`src/design/swm_ram.sv`:
```
`timescale 1ns / 1ps

module swm_ram #(
    parameter int WIDTH = 32,
    parameter int DEPTH = 64
) (
    input  logic                             clk,
    input  logic                             we,
    input  logic [$clog2(DEPTH)-1:0]         waddr,
    input  logic [WIDTH-1:0]                 wdata,
    input  logic [$clog2(DEPTH)-1:0]         raddr,
    output logic [WIDTH-1:0]                 rdata
);

    logic [WIDTH-1:0] mem [DEPTH];

    // Single write port and one registered read port.
    always_ff @(posedge clk)
    begin
        if (we)
        begin
            mem[waddr] <= wdata;
        end
        rdata <= mem[raddr];
    end

endmodule

```
`config.mk`:
```
export PLATFORM = sky130hd
export DESIGN_NAME = swm_ram
export DESIGN_NICKNAME = d
export VERILOG_FILES = /design/src/design/swm_ram.sv
export SDC_FILE = /design/constraint.sdc
export NUM_CORES = 2
export LEC_CHECK = 0
export ABC_AREA = 1
export BUFFER_PORTS_ARGS = -buffer_cell sky130_fd_sc_hd__buf_2
export CORE_MARGIN = 10
export CORE_UTILIZATION = 35
export DETAILED_ROUTE_END_ITERATION = 6
export PLACE_DENSITY = 0.59
export SYNTH_ARGS = -nofsm -noshare
export SYNTH_HDL_FRONTEND = slang
export SYNTH_SLANG_ARGS = --single-unit
```
`constraint.sdc`:
```
create_clock -name clk -period 4.69 [get_ports clk]
set_input_delay 0.469 -clock clk [delete_from_list [all_inputs] [get_ports clk]]
set_output_delay 0.469 -clock clk [all_outputs]
set_load 0.01 [all_outputs]
```
==> run summary <==
The clock-pin slew on the worst setup and hold paths came out at around 0.060 ns. The transition time at the pin with the least slew margin is between 1 and 1.5 ns. The standard-cell row count came out at 178. The core region is 235000 um2. The number of global-route vias before repair is a little over 50000.

The placed wire-length estimate after detailed placement came out at 140000 um. The number of max-capacitance violations reported is 0. Summed over all layers, the routed wires come to 248000 um. The count of instances resized after the clock tree is built came out at 0. Using the TritonRoute via totals, the vias-per-cell ratio works out to 5.35.

In this run the remaining antenna-violating nets after routing total 0. The worst setup path is captured at a register. Entering global routing, the biggest net connects 174 pins. The aggregate global routing overflow came out at 0. The number of top-level pins is between 70 and 80. In this run the tightest slew margin relative to its limit is 0.0781. The chip height is a little over 500 um. The biggest area contributor in the post-synthesis netlist is edfxtp_1.

The final setup violation count is 0. The count of vias placed by the detailed router is ~54000. The top cell type's share of synthesized area came out at 0.743. The yosys synthesis warning count is 0. The clock buffer count from CTS came out at 213. The met1 layer wirelength in the final routing came out at about 99000 um. The routed design uses 118000 um of met2 wire. The initial detailed-routing violation count came out at 6618. The wire length of the first global-routing pass came out at between 300000 and 400000 um. In this run the static leakage power is 32.4 nW. The max-slew violation total from the final report came out at 0. The total chip power came out at 0.0394 W. The instance count of the mapped netlist is 6769.

The netlist area before placement is just over 80000 um2. The portion of the post-synthesis area used by sequential elements came out at 0.751. The number of nets in the synthesized netlist is 6815. In the final routed layout, each cell accounts on average for approximately 24 um. The critical path starts at raddr[0]. The top cell types in the final layout, fill and taps aside, are nand2_1, edfxtp_1, nand3_1. The start of the worst register-to-register path is mem[55][26]. The later pin in the worst-skew pair is clocked with a latency of 0.87 ns.

The amount of wire on met3 after detailed routing came out at around 19000 um. Of the available clock period, the critical path in the final layout requires 0.564. Timing would allow up to about 380 MHz. The mean cell area of the mapped netlist came out at 12.2 um2. Setup repair after global routing left no endpoint under its margin. From synthesis to final layout, the design area changed by 13.1%. TritonCTS built the clock tree. The post-route setup TNS is 0 ns. In this run the worst path has a maximum fanout of 173. The arrival time of data at the critical path endpoint is 3.44 ns. The final net count came out at roughly 6800. The placer congestion estimate came out at 0.872. The fill cell total of the finished layout came out at approximately 22000. The power density over the cells came out at 421 nW/um2. The share of layout cells above drive strength 1 came out at 0.0845. Counting instances, the worst hold path has a depth of 1. The final setup skew is approximately 0.04 ns. Sorting the synthesized cells by area gives the leading types as edfxtp_1, nand3_1, nand2_1, buf_2, dfxtp_1. The number of synthesized register bits is 2080.

Clock tree synthesis selected as its root buffer the cell clkbuf_16. The final hold violation count came out at 0. The number of post-CTS setup repair buffers came out at 0.

The worst hold path begins at wdata[21]. The number of levels the H-tree was split into is 4. The run finished with clean final reports. The starting utilization of the core area came out at 0.352. The count of hold-fix buffers inserted at cts came out at 2.

The area of combinational cells with multiple inputs is 18800 um2. The combined global-route utilization of all metal layers is 0.187. The number of cells traversed by the worst register-to-register path is 8. The flip-flop and latch area is 62100 um2.

The worst setup path is launched from a primary input. The required time of the worst setup path came out at 5.48 ns. Signal routing reaches up to met5. The end-of-flow core utilization is 0.398. The port buffer count is 77. The maximum vdd drop came out at 0.391 mV. The floorplan die area came out at ~260000 um2. The first TritonRoute pass finished after 6 iterations. The number of sinks driven by the clock tree is between 2000 and 2500. The shortest clock period the worst path allows after layout is between 2 and 3 ns.

The die is about 500 um wide. The library cell used most frequently in the layout, excluding fill and tap cells, is nand2_1. The critical path is of the in2reg type. Counting along the longest clock path gives a buffer depth of 3.

The path class of the tightest hold or removal check is in2reg. The initial antenna violation count is 20. After detailed routing, the number of remaining DRC violations is 0.

In this run, distinct cell masters in the synthesized netlist total 16.
[through the flow]
step | std cells | hold slack, ns | instance area (um2) | worst slack, ns
finish | 10100 | 0.0967 | 93600 | 2.04
global route | 10100 | 0.0727 | 93600 | 1.92
CTS | 10100 | 0.0529 | 93600 | 2.08
detailed placement | 9703 | 0.706 | 86900 | 1.16
global placement | 9703 | 0.708 | 86900 | 1.17
floorplan | 6769 | 0.568 | 82700 | 0.0910
[synth_stat cells (all sizes together)]
cell / instances
nand3: 1907
nand2: 2248
nor2: 56
edfxtp: 2048
dfxtp: 32
nand4: 9
buf: 372
nor4: 8
inv: 12
clkbuf: 77
[worst paths after layout]
kind	slack, ns	to
worst min register to register	0.84	rdata[12]
worst min-delay path	0.1	mem[41][21]
worst max-delay path	2.04	rdata[24]
worst max register to register	2.83	rdata[26]
[logic make-up after synthesis]
family,count (synthesis),share of synthesized area
buffers and inverters,461,0.0278
and+or+nand+nor,4228,0.221
DFF,2080,0.751
[flip-flops by register name, summed over array words and instances, names as in the netlist]
name,count
mem,2048
rdata,32
[cell type report]
cell class	instances	area share
flip-flops and latches	2080	0.664
multi-input cells	4228	0.201
clock buffers	285	0.0624
well taps	3150	0.0421
repair buffers	235	0.0214
clock inverters	107	0.00846
inverters	12	0.000869
diodes	15	0.000401
[routing by layer]
layer | track usage | vias up
li1 | - | 24200
met1 | 0.251 | 27000
met2 | 0.301 | 2475
met4 | 0.0812 | 4
met3 | 0.0274 | 404
met5 | 0 | -
[worst max-delay path, stage by stage]
cell and delay, ns:
buf_8 0.21, inv_16 0.57, buf_12 0.34, buf_4 0.42, nand2_1 0.10, nand3_1 0.08, nand3_1 0.15, nand3_1 0.21
nand3_1 0.21, nand2_1 0.18, nand2_1 0.20, nand2_1 0.12
[where the power goes]
part	internal, W	total [W]	switching (W)	leakage (nW)
clock network	0.00918	0.0163	0.00707	3.25
logic	0.000560	0.00249	0.00193	10.4
registers	0.0206	0.0207	0.000116	18.7
total	0.0303	0.0394	0.00911	32.4
Note: power is estimated with default switching activity, not from simulation.
